## src/hw/rtl/bdq_pkg.sv

```systemverilog
// Shared types and constants of the bounded deque with indexed read.
package bdq_pkg;

    localparam int VAL_W = 32;
    localparam int POS_W = 8;
    localparam int OCC_W = 9;
    localparam int OP_W  = 3;

    typedef enum logic [OP_W-1:0] {
        OP_PUSH_FRONT = 3'd0,
        OP_PUSH_BACK  = 3'd1,
        OP_POP_FRONT  = 3'd2,
        OP_POP_BACK   = 3'd3,
        OP_READ       = 3'd4,
        OP_COUNT      = 3'd5,
        OP_CLEAR      = 3'd6
    } op_t;

    typedef enum logic [1:0] {
        ST_OK    = 2'd0,
        ST_EMPTY = 2'd1,
        ST_RANGE = 2'd2,
        ST_FULL  = 2'd3
    } status_t;

    typedef enum logic {
        S_IDLE = 1'b0,
        S_SCAN = 1'b1
    } state_t;

    // Commands broadcast to every cell of the chain.
    typedef struct packed {
        logic                    push_front;
        logic                    pop_front;
        logic                    push_back;
        logic                    scan_load;
        logic                    scan_shift;
        logic signed [VAL_W-1:0] value;
    } cell_ctrl_t;

    typedef struct packed {
        logic signed [VAL_W-1:0] read_value;
        logic [OCC_W-1:0]        occupancy;
        status_t                 status;
    } result_t;

endpackage

```

## src/hw/rtl/bdq_result_fifo.sv

```systemverilog
// Two-entry result queue that decouples the chain from the result channel.
module bdq_result_fifo (
    input  logic                clk,
    input  logic                rst_n,
    input  logic                push,
    input  bdq_pkg::result_t    push_data,
    output logic                has_room,
    output logic                out_valid,
    input  logic                out_ready,
    output bdq_pkg::result_t    out_data
);

    bdq_pkg::result_t entry_reg [2];
    logic       wr_ptr_reg;
    logic       wr_ptr_next;
    logic       rd_ptr_reg;
    logic       rd_ptr_next;
    logic [1:0] fill_reg;
    logic [1:0] fill_next;
    logic       pop;

    assign pop       = out_valid && out_ready;
    assign out_valid = (fill_reg != 2'd0);
    assign has_room  = (fill_reg != 2'd2);
    assign out_data  = entry_reg[rd_ptr_reg];

    always_comb
    begin
        wr_ptr_next = push ? ~wr_ptr_reg : wr_ptr_reg;
        rd_ptr_next = pop ? ~rd_ptr_reg : rd_ptr_reg;
        fill_next   = fill_reg + 2'(push) - 2'(pop);
    end

    always_ff @(posedge clk or negedge rst_n)
    begin
        if (!rst_n)
        begin
            wr_ptr_reg <= 1'b0;
            rd_ptr_reg <= 1'b0;
            fill_reg   <= 2'd0;
        end
        else
        begin
            wr_ptr_reg <= wr_ptr_next;
            rd_ptr_reg <= rd_ptr_next;
            fill_reg   <= fill_next;
        end
    end

    always_ff @(posedge clk)
    begin
        if (push)
        begin
            entry_reg[wr_ptr_reg] <= push_data;
        end
    end

    // A result is only written when a slot is free.
    a_no_overflow: assert property (@(posedge clk) disable iff (!rst_n)
        push |-> (fill_reg != 2'd2))
        else $error("result queue written while full");

    a_fill_bound: assert property (@(posedge clk) disable iff (!rst_n)
        fill_reg != 2'd3)
        else $error("result queue fill count out of range");

    // A result that the receiver holds off stays offered and unchanged.
    a_hold_when_stalled: assert property (@(posedge clk) disable iff (!rst_n)
        (out_valid && !out_ready) |=> (out_valid && $stable(out_data)))
        else $error("result changed while stalled");

endmodule

```

## config.mk

```make
export PLATFORM = sky130hd
export DESIGN_NAME = bdq_result_fifo
export DESIGN_NICKNAME = d
export VERILOG_FILES = /design/src/hw/rtl/bdq_pkg.sv /design/src/hw/rtl/bdq_result_fifo.sv
export SDC_FILE = /design/constraint.sdc
export NUM_CORES = 1
export LEC_CHECK = 0
export BUFFER_PORTS_ARGS = -buffer_cell sky130_fd_sc_hd__buf_2
export CAP_MARGIN = 20
export CORE_MARGIN = 2
export CORE_UTILIZATION = 52
export DETAILED_ROUTE_END_ITERATION = 8
export HOLD_SLACK_MARGIN = 0.1
export PLACE_DENSITY = 0.81
export SLEW_MARGIN = 15
export SYNTH_ARGS = -nofsm -noshare
export SYNTH_HDL_FRONTEND = slang
export SYNTH_SLANG_ARGS = --single-unit
```

## constraint.sdc

```tcl
create_clock -name clk -period 3.9 [get_ports clk]
set_clock_uncertainty 0.15 [all_clocks]
set_input_delay 0.585 -clock clk [delete_from_list [all_inputs] [get_ports clk]]
set_output_delay 0.585 -clock clk [all_outputs]
set_load 0.02 [all_outputs]
```

# Word level (Yosys, flattened, before mapping)
# Memory sizes are Yosys's and may differ from the RTL's.
# Cells that the tools add are included.
[totals]
inputBits = 47
out_inout_bits = 45
mem_bits_rw = 86
reg_bits = 4
memories = 1
[op_classes]
mux = 2
addsub = 2
reduce_logical = 2
bitwise_logic = 2
n_eq_ne = 1
[memory_table]
columns = ["memory", "words", "word_bits", "rd", "rd_ports_with_merged_regs", "write_ports", "line", "source"]
rows = [
  ["entry_reg", 2, 43, 1, 0, 1, "bdq_result_fifo.sv:13", "bdq_pkg::result_t entry_reg [2];"],
]
[ops]
columns = ["op", "n"]
rows = [
  ["$add 2x1->2", 1],
  ["$mux 1", 2],
  ["$ne 2x2->1 const B", 1],
  ["$not 1->1", 2],
  ["$reduce_bool 2->1", 1],
  ["$sub 2x1->2", 1],
  ["$logic_and 1x1->1", 1],
]

# Logic depth before layout (Yosys ltp)
[depth]
word_depth = 3
depth_mapped = 6
depth_no_buf = 6

# Worst setup path after synthesis
# OpenSTA, ideal clock, no wires.
[synth_timing]
path_kind = "input to register"
from = "input push"
to = "memory entry_reg[0][0] (netlist bit) (enable)"
path_slack_ps = 799
required_ps = 3301
stages = 1
arrival_time_ps = 2502
setup_ps = 449
cell_sequence = "nor2b_1"
[synth_between]
elab_chain_len = 2
[synth_rtl]
columns = ["element", "line", "source"]
rows = [
  ["from (decl)", "bdq_result_fifo.sv:5", "input logic push,"],
  ["$mux 1", "bdq_result_fifo.sv:52", "if (push)"],
  ["$mux 1 (not written as such)", "bdq_result_fifo.sv:54", "entry_reg[wr_ptr_reg] <= push_data;"],
  ["to (decl)", "bdq_result_fifo.sv:13", ""],
]
# Every way passes these cells.

==> impl_metrics.env <==
export IMPL_outcome="completed"
export IMPL_cts_tree="yes"
export IMPL_routed_wl_um=5500
export IMPL_worst_pin_slew_ns=0.748
export IMPL_final_min_clock_period_ns=2.60
export IMPL_synth_top_area_cell="edfxtp_1"
export IMPL_drv_cap=0
export IMPL_ys_ff_latch=90
export IMPL_drtIter0Drc=93
export IMPL_vdd_drop_max_mv=0.483
export IMPL_root_buffer="clkbuf_8"
export IMPL_cp_max_fo=16
export IMPL_vias=1692
export IMPL_synthCells=151
export IMPL_grt_setup_unrepaired="false"
export IMPL_ioPinCount=92
export IMPL_cts_hold_repair_buffers=1
export IMPL_required_ns=3.16
export IMPL_avgSynthCellArea_um2=23.2
export IMPL_cts_max_path_buffers=2
export IMPL_clkLatencyLatePin_ns=0.33
export IMPL_grt_util_all_layers_pct=15.7
export IMPL_core_area_mm2=0.00642
export IMPL_cts_resized=0
export IMPL_cts_setup_buffers=0
export IMPL_synth_area_top_cells="edfxtp_1 74%, mux2_4 17%, dfrtp_1 2.9%, buf_12 2.3%, mux2_2 1.3%"
export IMPL_async_reset_ff_share_pct=4.44
export IMPL_path_class="flop to output port"
export IMPL_layout_commonest_cell="buf_2"
export IMPL_cts_made_buffers=9
export IMPL_grt_max_degree=44
export IMPL_hp_class="input port to flop"
export IMPL_ys_flop_type="edfxtp_1"
export IMPL_largest_register_ffs=86
export IMPL_synth_top_cell_area_share_pct=73.7
export IMPL_ys_seq_area_share_pct=76.6
export IMPL_final_antenna_net_count=0
export IMPL_viasPerCell=5.04
export IMPL_critPathLaunchType="flop"
export IMPL_regArea_mm2=0.00268
export IMPL_crit_arrival_ns=1.86
export IMPL_start_util_pct=54.5
export IMPL_power_density_mw_per_mm2=745
export IMPL_synth_edff_count=86
export IMPL_drt_first_pass_iters=4
export IMPL_yosys_warnings=0
export IMPL_final_cell_mix="91 x buf_2, 86 x edfxtp_1, 39 x mux2_4"
export IMPL_max_freq_mhz=385
export IMPL_first_global_vias=1739
export IMPL_multiInputGateArea_um2=729
export IMPL_synth_fp_nets=200
export IMPL_area_delta_synth_final_pct=21.0
export IMPL_grt_first_pass_wirelength_um=8530
export IMPL_die_x_um=86.1
export IMPL_place_port_buffers=91
export IMPL_path_clk_slew_ns=0.08
export IMPL_post_dp_hpwl_um=3730
export IMPL_final_nets=302
export IMPL_gp_congestion=0.703
export IMPL_setup_tns_ns=0
export IMPL_maxSlewHeadroom_pct=50.0
export IMPL_grt_overflow_total=0
export IMPL_ys_types=15
export IMPL_finalSetupViolations=0
export IMPL_cts_sinks=90
export IMPL_rows=29
export IMPL_nFillCells=449
export IMPL_drc_errors=0
export IMPL_synth_area_mm2=0.00350
export IMPL_die_area_mm2=0.00741
export IMPL_design_power_total_mw=3.16
export IMPL_die_y_um=86.1
export IMPL_end_kind="output port"
export IMPL_wire_per_inst_um=16.4
export IMPL_finalHoldViolCount=0
export IMPL_drv_slew=0
export IMPL_htreeDepth=3
export IMPL_final_layout_size_suffix_gt1_share_pct=60.1
export IMPL_fin_crit_sh_pct=66.6
export IMPL_grt_antenna_before_repair=1
export IMPL_p_leak_nw=1.73
## cell usage after synthesis (2+ instances only)
cell type  instances
inv_1              2
mux2_4            39
mux2_2             4
xor2_1             2
ha_1               2
xnor2_1            2
dfrtp_1            4
edfxtp_1          86
buf_12             4
## worst max-delay path, stage by stage (launching register included)
cell and delay [ns]:
dfrtp_2 0.65, buf_4 0.38, mux2_4 0.33, buf_2 0.16
## routing by layer
| metal | vias to the layer above | wire length [µm] | GRT usage (%) |
|---|---|---|---|
| li1 | 789 | - | - |
| met1 | 831 | 2270 | 19.8 |
| met2 | 62 | 2710 | 24.2 |
| met3 | 10 | 439 | 5.49 |
| met4 | 0 | 84 | 7.79 |
| met5 | - | 0 | 0 |
## cells by family after synthesis
logic type,count (synthesis),share of synthesized area (%)
adder cells (fa/ha/maj),2,0.714
flip-flops,90,76.6
buffers and inverters,7,2.82
XOR/XNOR,4,1.00
multiplexers,43,18.0
AND/OR/NAND/NOR,4,0.643
AO/OA/AOI/OAI,1,0.214
## per-stage QoR
stage	std cells	setup slack [ns]	cell area, µm²	hold slack [ns]	util (%)
4_1_cts	334	1.26	4220	0.260	65.6
3_3_place_gp	317	1.64	4000	0.245	62.2
5_1_grt	335	1.20	4240	0.256	65.9
2_1_floorplan	151	0.799	3500	0.139	-
3_5_place_dp	317	1.62	4000	0.243	62.2
6_report	336	1.30	4240	0.278	66.0
## worst paths after layout
check	startpoint	to	slack, ns	cells after the start
setup reg to reg	wr_ptr_reg	entry_reg[0][32]	1.98	2
min in group asynchronous	rst_n	fill_reg[1]	0.42	2
hold reg to reg	wr_ptr_reg	wr_ptr_reg	0.39	1
max in group asynchronous	rst_n	rd_ptr_reg	3.05	2
hold / removal	push_data[34]	entry_reg[0][34]	0.28	1
setup / recovery	rd_ptr_reg	out_data[8]	1.30	3
## power by group
part           internal, mW  switching [mW]  leakage, nW
Combinational         0.519           0.601        0.776
Sequential             1.29          0.0942        0.853
Clock                 0.359           0.296       0.0972
## area by class of cell
class,instances,area share (%)
Antenna cell,1,0.0590
Clock buffer,11,3.10
Clock inverter,5,1.86
Inverter,2,0.177
Multi-Input combinational cell,54,17.2
Sequential cell,90,63.3
Tap cell,77,2.27
Timing Repair Buffer,96,12.0
No activity file was read; power rests on OpenSTA's default activity.
