### src/hw/rtl/bdq_pkg.sv
// Shared types and constants of the bounded deque with indexed read.
package bdq_pkg;

    localparam int VAL_W = 32;
    localparam int POS_W = 8;
    localparam int OCC_W = 9;
    localparam int OP_W  = 3;

    typedef enum logic [OP_W-1:0] {
        OP_PUSH_FRONT = 3'd0,
        OP_PUSH_BACK  = 3'd1,
        OP_POP_FRONT  = 3'd2,
        OP_POP_BACK   = 3'd3,
        OP_READ       = 3'd4,
        OP_COUNT      = 3'd5,
        OP_CLEAR      = 3'd6
    } op_t;

    typedef enum logic [1:0] {
        ST_OK    = 2'd0,
        ST_EMPTY = 2'd1,
        ST_RANGE = 2'd2,
        ST_FULL  = 2'd3
    } status_t;

    typedef enum logic {
        S_IDLE = 1'b0,
        S_SCAN = 1'b1
    } state_t;

    // Commands broadcast to every cell of the chain.
    typedef struct packed {
        logic                    push_front;
        logic                    pop_front;
        logic                    push_back;
        logic                    scan_load;
        logic                    scan_shift;
        logic signed [VAL_W-1:0] value;
    } cell_ctrl_t;

    typedef struct packed {
        logic signed [VAL_W-1:0] read_value;
        logic [OCC_W-1:0]        occupancy;
        status_t                 status;
    } result_t;

endpackage

### src/hw/rtl/bdq_cell.sv
// One cell of the deque chain: an element word and a scan word.
module bdq_cell #(
    parameter int IDX   = 0,
    parameter int CNT_W = 9
) (
    input  logic                                clk,
    input  bdq_pkg::cell_ctrl_t                 ctrl,
    input  logic [CNT_W-1:0]                    count,
    input  logic signed [bdq_pkg::VAL_W-1:0]    left_data,
    input  logic signed [bdq_pkg::VAL_W-1:0]    right_data,
    input  logic signed [bdq_pkg::VAL_W-1:0]    right_scan,
    output logic signed [bdq_pkg::VAL_W-1:0]    data,
    output logic signed [bdq_pkg::VAL_W-1:0]    scan
);

    logic signed [bdq_pkg::VAL_W-1:0] data_reg;
    logic signed [bdq_pkg::VAL_W-1:0] scan_reg;
    logic                             tail_hit;

    // This cell is the first free slot behind the last element.
    assign tail_hit = (count == CNT_W'(IDX));

    always_ff @(posedge clk)
    begin
        if (ctrl.push_front)
        begin
            data_reg <= left_data;
        end
        else if (ctrl.pop_front)
        begin
            data_reg <= right_data;
        end
        else if (ctrl.push_back && tail_hit)
        begin
            data_reg <= ctrl.value;
        end
    end

    always_ff @(posedge clk)
    begin
        if (ctrl.scan_load)
        begin
            scan_reg <= data_reg;
        end
        else if (ctrl.scan_shift)
        begin
            scan_reg <= right_scan;
        end
    end

    assign data = data_reg;
    assign scan = scan_reg;

endmodule

### config.mk
export PLATFORM = sky130hd
export DESIGN_NAME = bdq_cell
export DESIGN_NICKNAME = d
export VERILOG_FILES = /design/src/hw/rtl/bdq_pkg.sv /design/src/hw/rtl/bdq_cell.sv
export SDC_FILE = /design/constraint.sdc
export NUM_CORES = 1
export LEC_CHECK = 0
export BUFFER_PORTS_ARGS = -buffer_cell sky130_fd_sc_hd__buf_2
export CAP_MARGIN = 0
export CORE_MARGIN = 5
export CORE_UTILIZATION = 40
export CTS_BUF_LIST = sky130_fd_sc_hd__clkbuf_8 sky130_fd_sc_hd__clkbuf_16
export DETAILED_ROUTE_END_ITERATION = 12
export PLACE_DENSITY = 0.82
export SYNTH_ARGS = -nofsm -noshare
export SYNTH_HDL_FRONTEND = slang
export SYNTH_SLANG_ARGS = --single-unit
### constraint.sdc
create_clock -name clk -period 1.93 [get_ports clk]
set_input_delay 0 -clock clk [delete_from_list [all_inputs] [get_ports clk]]
set_output_delay 0 -clock clk [all_outputs]
set_load 0.02 [all_outputs]
======== Yosys cells after proc, flatten, opt, wreduce, memory -nomap -nowiden ========
Cells that the tools add are included.
word-level totals
  flip-flop bits (word level) ............. 64
  memory bits (read-only) ................. 0
  output and inout bits ................... 64
  input bits .............................. 143
  latch bits .............................. 0
  word-level logic and storage cells ...... 11
  RAM bits ................................ 0
  memories ................................ 0
cells by class
  reductions and logical operators ........ 4
  div/mod/pow operators ................... 0
  $mul .................................... 0
  muxes and demuxes ....................... 5
  order comparisons ....................... 0
  equality and inequality tests ........... 0
  bitwise logic cells ..................... 0
  $add $sub $neg .......................... 0
  shift-type cells ........................ 0
operator list
  kind                number
  2-to-1 mux 32 bit   5
  logical NOT 9 bit   1
  nonzero test 3 bit  1
  nonzero test 2 bit  1
  logical AND 1 bit   1

======== Depth between registers and ports, before layout ========
Gate-level depths: netlist (run 1).
  depth after elaboration ................. 5
  gate-level depth with buffers ........... 4

======== Worst setup path before layout (run 1) ========
Ideal clock, no wire load.
  path type ............................... input-to-reg
  start point ............................. in count[7]
  end point ............................... reg data_reg (netlist bit data[0]), enable pin
  arrival ................................. 1.239 ns
  slack ................................... 0.296 ns
  path buffers ............................ 0
  cell stages on the path ................. 2
  cell sequence ........................... nor4b_1 > a311o_1
between the ends
  cells in the longest elaborated chain, start to end .. 3
RTL lines
  what                          line            RTL
  start: declaration            bdq_cell.sv:8   input logic [CNT_W-1:0] count,
  logical NOT 9 bit             bdq_cell.sv:21  assign tail_hit = (count == CNT_W'(IDX));
  logical AND 1 bit             bdq_cell.sv:33  else if (ctrl.push_back && tail_hit)
  nonzero test 3 bit (no line)  --
  end signal: assignment        bdq_cell.sv:27  data_reg <= left_data;
  end signal: assignment        bdq_cell.sv:31  data_reg <= right_data;
  end signal: assignment        bdq_cell.sv:35  data_reg <= ctrl.value;
  end: declaration              bdq_cell.sv:16  logic signed [bdq_pkg::VAL_W-1:0] data_reg;
Every way passes these cells.
A chain may end at the register's enable or synchronous reset.

======== Worst setup path after layout (run 1) ========
  start point ............................. in count[7]
  end point ............................... reg data_reg (netlist bit data[1]), enable pin
The elaborated chain is that of the path after synthesis.

==> summary.txt, run 1 <==
Status
  • Status: finished clean

Route
  • TritonRoute pass-1 iters: 4
  • Routed Antenna Nets: 0
  • WL final: 9740 um
  • Vias: 2781
  • DR iter-0 viols: 60
  • WL/cell: 16.4 um
  • DRC viols: 0
  • Drt via density: 4.69

CTS
  • CTS buffer count: 9
  • Clk sink count: 64
  • Clk root buf: clkbuf_8
  • H-tree depth: 3
  • Clk slew on worst S/H paths: 0.07 ns
  • Clock buffer depth: 2
  • Worst-Skew Late Latency: 0.33 ns
  • TritonCTS clock tree: built
  • CTS-repair resized insts: 0

Pwr
  • PD cells: 723 nW/um^2
  • Combinational power share: 25.6%
  • Switching share of total power: 28.0%
  • P_int: 2.63 mW
  • Leak pwr: 2.43 nW
  • Seq pwr share: 49.1%
  • Pwr Total: 3.65 mW
  • Maximum VDD drop: 332 uV
  • Psw: 1.02 mW
  • Clock share of power: 25.3%

Yosys
  • Mapped Area: 3200 um^2
  • Post-synthesis sequential area ratio: 60.0%
  • Synth area leader: edfxtp_1
  • Post-Syn Instances: 212
  • Mean Syn Cell Area: 15.1 um^2
  • Count leader, synth: edfxtp_1
  • Synth top cells by count: edfxtp_1, mux2i_1, nand2_1
  • Most used DFF post-synth: edfxtp_1
  • Most area-consuming cells after synthesis: edfxtp_1, mux2_4, mux2i_1, o21ai_1, buf_12
  • Top-area cell type share of the netlist area: 60.0%
  • Syn Nets: 355
  • Ys Warns: 0
  • Yosys cell types: 16
  • Register bit total from synthesis: 64
  • Ys async rst share: 0%
  • Post-synth EDFFs: 64

Final layout
  • Nets: 628
  • Post-route non-filler standard cell count: 593
  • Core Util, Final: 65.0%
  • Area of the multi-input gates: 1110 um^2
  • Share of cells above drive strength 1: 53.1%
  • Fill cells: 575
  • Area delta synth->final: 57.6%
  • Reg area: 1920 um^2

Floorplanning
  • Die Height: 99.5 um
  • Die area: 9900 um^2
  • Ports: 207
  • Initial Utilization: 41.2%
  • Die X: 99.5 um
  • Core area: 7770 um^2
  • Rows: 32

Place
  • DP HPWL: 7010 um
  • GPL Wtd Cong: 0.784
  • I/O Buffers: 206
  • Dpl cells: 513

Global route
  • GR Util met2: 35.6%
  • Largest net degree at the start of global routing: 33
  • Number of global-route vias before repair: 2991
  • Congestion Overflow GR: 0
  • GRT Total Usage: 19.4%
  • Initial antenna violation count: 0
  • Met1 Use GR: 20.3%
  • First-pass GRT wire length: 14700 um
  • Busiest grt layer: met2
  • Met3 Track Usage GR: 4.42%

Setup path
  • Worst Path Buf+Inv: 2
  • CP Cell Sequence: buf_2 -> nor4b_1 -> a311o_2 -> buf_4
  • WP data arrival: 0.99 ns
  • Slowest Stage Delay on Critical Path: 0.37 ns
  • Slowest CP cell: buf_4
  • Setup crit end kind: flop
  • Worst-path fanout max: 32
  • Startpoint Class: input port
  • Crit path kind: input port to flop
  • Worst Path Required: 1.91 ns
  • Delay-heaviest family, CP: buffers and inverters

Timing
  • Worst Max-Slew Pin Slew: 0.471 ns
  • Final setup fails: 0
  • Crit path time final: 1.01 ns
  • Period utilisation layout: 52.6%
  • Final hold violation count: 0
  • Setup_tns: 0 ns
  • Slew margin rel.: 68.6%
  • Final Max Slew Viols: 0
  • Achievable frequency: 0.986 GHz
  • Clock skew: 0.00864 ns
  • RSZ-0062 raised after global routing: no

Worst hold path
  • Worst min-delay path category: input port to flop

Flow run
  • Maxcap violations: 0
metrics by stage:
stage	hold slack [ns]	setup WS, ns	cell area [um^2]
after global placement	0.290	0.609	4260
after floorplan	0.191	0.296	3200
after detailed placement	0.290	0.553	4260
final	0.0144	0.915	5050
after CTS	0.00186	0.907	5040
after global routing	0.0135	0.819	5040
layout by cell type, fill, tap and decap left out, drive strengths merged:
cell type	synthesis	routed
inv	0	2
clkinv	0	5
mux2i	32	32
buf	14	214
or2	1	1
nor2	1	1
dlygate4sd3	0	63
nor4	1	1
mux2	32	32
nand2	32	32
clkbuf	1	9
o21ai	32	32
edfxtp	64	64
a311o	1	1
diode	0	1
nor4b	1	1
per-layer routing:
metal	up-vias	part of all wire [%]	wire, um
li1	1344	-	-
met1	1256	35	3420
met2	152	55	5310
met3	29	7.0	679
met4	0	3.4	328
met5	-	0	0
power groups by stage:
stage	Clock, mW	Sequential, mW	Combinational, mW
final	0.924	1.79	0.934
after global routing	1.03	1.81	0.995
after global placement	0	1.82	0.814
after detailed placement	0	1.83	0.835
after CTS	0.956	1.80	0.935
after floorplan	0	2.03	0.290
repair_timing:
action                                  in CTS  in global routing
hold buffers                                63                  0
endpoints found under the setup margin       0                  0
hold endpoints to repair                    63                  0
buffers inserted                             0                  0
layout make-up:
class / instances / share of cell area, %
flip-flops and latches: 64 / 38.1
repair buffers: 277 / 34.4
multi-input cells: 133 / 21.9
well taps: 102 / 2.53
clock buffers: 9 / 2.45
clock inverters: 7 / 0.620
diodes: 1 / 0.0496
cells by family (layout without fill, tap and decap cells):
logic type | Yosys count | in the layout | share of synthesized area, %
AO/OA/AOI/OAI | 33 | 33 | 5.31
buffers and inverters | 15 | 293 | 5.51
flip-flops | 64 | 64 | 60.0
multiplexers | 64 | 64 | 24.6
other | 0 | 1 | 0
AND/OR/NAND/NOR | 36 | 36 | 4.53
worst paths after layout:
kind | startpoint | cells after the start | slack [ns] | endpoint
worst max-delay path | count[7] | 4 | 0.92 | data[1]
worst max register to register | data[15] | 1 | 0.98 | scan[15]
worst min register to register | data[1] | 1 | 0.57 | scan[1]
worst min-delay path | right_data[22] | 3 | 0.01 | data[22]
Note: power is estimated with default switching activity, not from simulation.
==> run 2, diff against run 1 <==
--- a/config.mk
+++ b/config.mk
@@ -5,13 +5,14 @@
 export SDC_FILE = /design/constraint.sdc
 export NUM_CORES = 1
 export LEC_CHECK = 0
+export ABC_AREA = 1
 export BUFFER_PORTS_ARGS = -buffer_cell sky130_fd_sc_hd__buf_2
 export CAP_MARGIN = 0
 export CORE_MARGIN = 5
-export CORE_UTILIZATION = 40
+export CORE_UTILIZATION = 38
 export CTS_BUF_LIST = sky130_fd_sc_hd__clkbuf_8 sky130_fd_sc_hd__clkbuf_16
 export DETAILED_ROUTE_END_ITERATION = 12
-export PLACE_DENSITY = 0.82
+export PLACE_DENSITY = 0.83
 export SYNTH_ARGS = -nofsm -noshare
 export SYNTH_HDL_FRONTEND = slang
 export SYNTH_SLANG_ARGS = --single-unit
==> constraint.sdc (replaced) <==
create_clock -name clk -period 0.9 [get_ports clk]
set_input_delay 0 -clock clk [delete_from_list [all_inputs] [get_ports clk]]
set_output_delay 0 -clock clk [all_outputs]
set_load 0.02 [all_outputs]
==> summary.txt, run 2 <==
Floorplanning
  • Core area: 7810 um^2
  • Die area: 9970 um^2
  • Die X: 99.9 um
  • Initial Utilization: 39.3%
  • Die Height: 99.9 um
  • Rows: 32
  • Ports: 207

Setup path
  • Slowest CP cell: edfxtp_1
  • Slowest Stage Delay on Critical Path: 0.45 ns
  • Startpoint Class: flop
  • Worst Path Required: 0.97 ns
  • FF-to-FF End: scan[10]
  • R2R depth: 3
  • Worst Path Buf+Inv: 1
  • WP data arrival: 1.04 ns
  • Worst-path fanout max: 2
  • Reg2reg start: data[10]
  • Reg2reg setup slack: -0.07 ns
  • Crit path kind: flop to flop
  • CP Cell Sequence: buf_6 -> nand2_2 -> nand2_1
  • Setup crit end kind: flop
  • Delay-heaviest family, CP: flip-flops

Flow run
  • Maxcap violations: 0

Route
  • DR iter-0 viols: 203
  • Drt via density: 4.97
  • Vias: 3353
  • WL/cell: 17.0 um
  • TritonRoute pass-1 iters: 4
  • DRC viols: 0
  • Routed Antenna Nets: 0
  • WL final: 11500 um

CTS
  • Worst-Skew Late Latency: 0.32 ns
  • CTS buffer count: 9
  • Clk slew on worst S/H paths: 0.06 ns
  • H-tree depth: 3
  • Clock buffer depth: 2
  • Clk root buf: clkbuf_8
  • TritonCTS clock tree: built
  • Clk sink count: 64

Yosys
  • Top-area cell type share of the netlist area: 62.6%
  • Post-synthesis sequential area ratio: 62.6%
  • Most used DFF post-synth: edfxtp_1
  • Post-Syn Instances: 323
  • Ys Warns: 0
  • Post-synth EDFFs: 64
  • Most area-consuming cells after synthesis: edfxtp_1, nand2_1, a21oi_1, nor2_1, buf_4
  • Synth top cells by count: nand2_1, a21oi_1, edfxtp_1
  • Ys async rst share: 0%
  • Syn Nets: 466
  • Synth area leader: edfxtp_1
  • Register bit total from synthesis: 64
  • Mean Syn Cell Area: 9.50 um^2
  • Mapped Area: 3070 um^2
  • Count leader, synth: nand2_1
  • Yosys cell types: 14

Place
  • GPL Wtd Cong: 0.852
  • I/O Buffers: 206
  • Placed cell area: 4230 um^2
  • Setup WS pre-CTS: -0.149 ns
  • Dpl cells: 618
  • DP HPWL: 7550 um

Final layout
  • Finished layout cell area: 5080 um^2
  • Share of cells above drive strength 1: 43.0%
  • Area delta synth->final: 65.5%
  • Post-route non-filler standard cell count: 674
  • Commonest non-fill, non-tap cell in the layout: buf_2
  • N_diodes: 0
  • Nets: 713
  • Most frequent cells in the layout: buf_2, nand2_1, a21oi_1, edfxtp_1, buf_6
  • Core Util, Final: 65.0%

Global route
  • GRT Total Usage: 21.5%
  • Initial antenna violation count: 0
  • Congestion Overflow GR: 0
  • Number of global-route vias before repair: 3494
  • First-pass GRT wire length: 16600 um
  • Largest net degree at the start of global routing: 33

Pwr
  • Leak pwr: 2.43 nW
  • PD cells: 1580 nW/um^2
  • Pwr Total: 8.01 mW
  • Maximum VDD drop: 616 uV

Timing
  • Clock skew: 0.00551 ns
  • Final Max Slew Viols: 0
  • Setup_tns: -0.307 ns
  • Slew margin rel.: 61.8%
  • Setup WS post-layout: -0.0682 ns
  • Final setup fails: 14
  • Crit path time final: 0.968 ns
  • RSZ-0062 raised after global routing: yes
  • Period utilisation layout: 108%
  • Final hold violation count: 0
  • Achievable frequency: 1.03 GHz
  • Worst Max-Slew Pin Slew: 0.572 ns
  • Min Hold Slack: 0.0192 ns

Status
  • Status: finished with violations
  • Failing checks: setup timing

Worst hold path
  • Min-delay src: left_data[19]
  • Worst min-delay path category: input port to flop
  • Hold path endpoint: data[19]
  • Worst hold path depth: 3
run 2: cell count changes after synthesis, moves of 6 or more:
cell,before,now
buf_12,6,0
buf_4,0,9
nand2_1,32,130
mux2i_1,32,0
nor2_1,1,37
a21oi_1,0,64
o21ai_1,29,0
mux2_4,29,0
run 2: power breakdown:
group          internal (mW)  switching [mW]  leakage, nW
Sequential              3.70           0.211        0.655
Clock                  0.914           0.951       0.0710
Combinational           1.07            1.16         1.71
Total                   5.69            2.33         2.43
run 2: layer usage:
layer,part of all wire [%],vias up,wire length [um],GRT usage (%)
met1,33,1496,3820,22.6
met4,5.3,0,604,15.5
li1,-,1573,-,-
met5,0,-,0,0
met2,53,226,6030,38.3
met3,8.9,58,1020,3.89
run 2: final cells by class:
class,count,area (um^2)
Fill cell,604,2730
Sequential cell,64,1920
Timing Repair Buffer,257,1840
Multi-Input combinational cell,234,1030
Tap cell,102,128
Clock buffer,9,124
Inverter,4,22.5
Clock inverter,4,15.0
run 2: kinds of logic (layout without fill, tap and decap cells):
logic type / after synthesis / count (layout) / share of synthesized area, %
simple gates: 169 / 169 / 20.8
compound gates: 65 / 65 / 10.7
flops: 64 / 64 / 62.6
buf+inv: 25 / 274 / 5.91
run 2: worst max path at each step:
stage | start | end | slack [ns] | cells past startpoint
finish | data[10] | scan[10] | -0.07 | 3
global route | data[31] | data[31] | -0.08 | 1
CTS | data[21] | data[21] | -0.07 | 1
detailed placement | count[5] | data[22] | -0.15 | 5
global placement | count[1] | data[28] | -0.12 | 5
floorplan | count[1] | data[0] | -0.23 | 3
run 2: timing repair:
item	4_1_cts	5_1_grt
hold endpoints to repair	37	0
setup buffers	6	0
hold buffers	37	0
endpoints found under the setup margin	26	49
resized for setup	48	48
pin swaps	2	5
run 2: tightest hold or removal path: cells and delay by family:
family          cells  cell delay [ns]
simple gates        1             0.03
compound gates      1             0.11
buf+inv             1             0.08
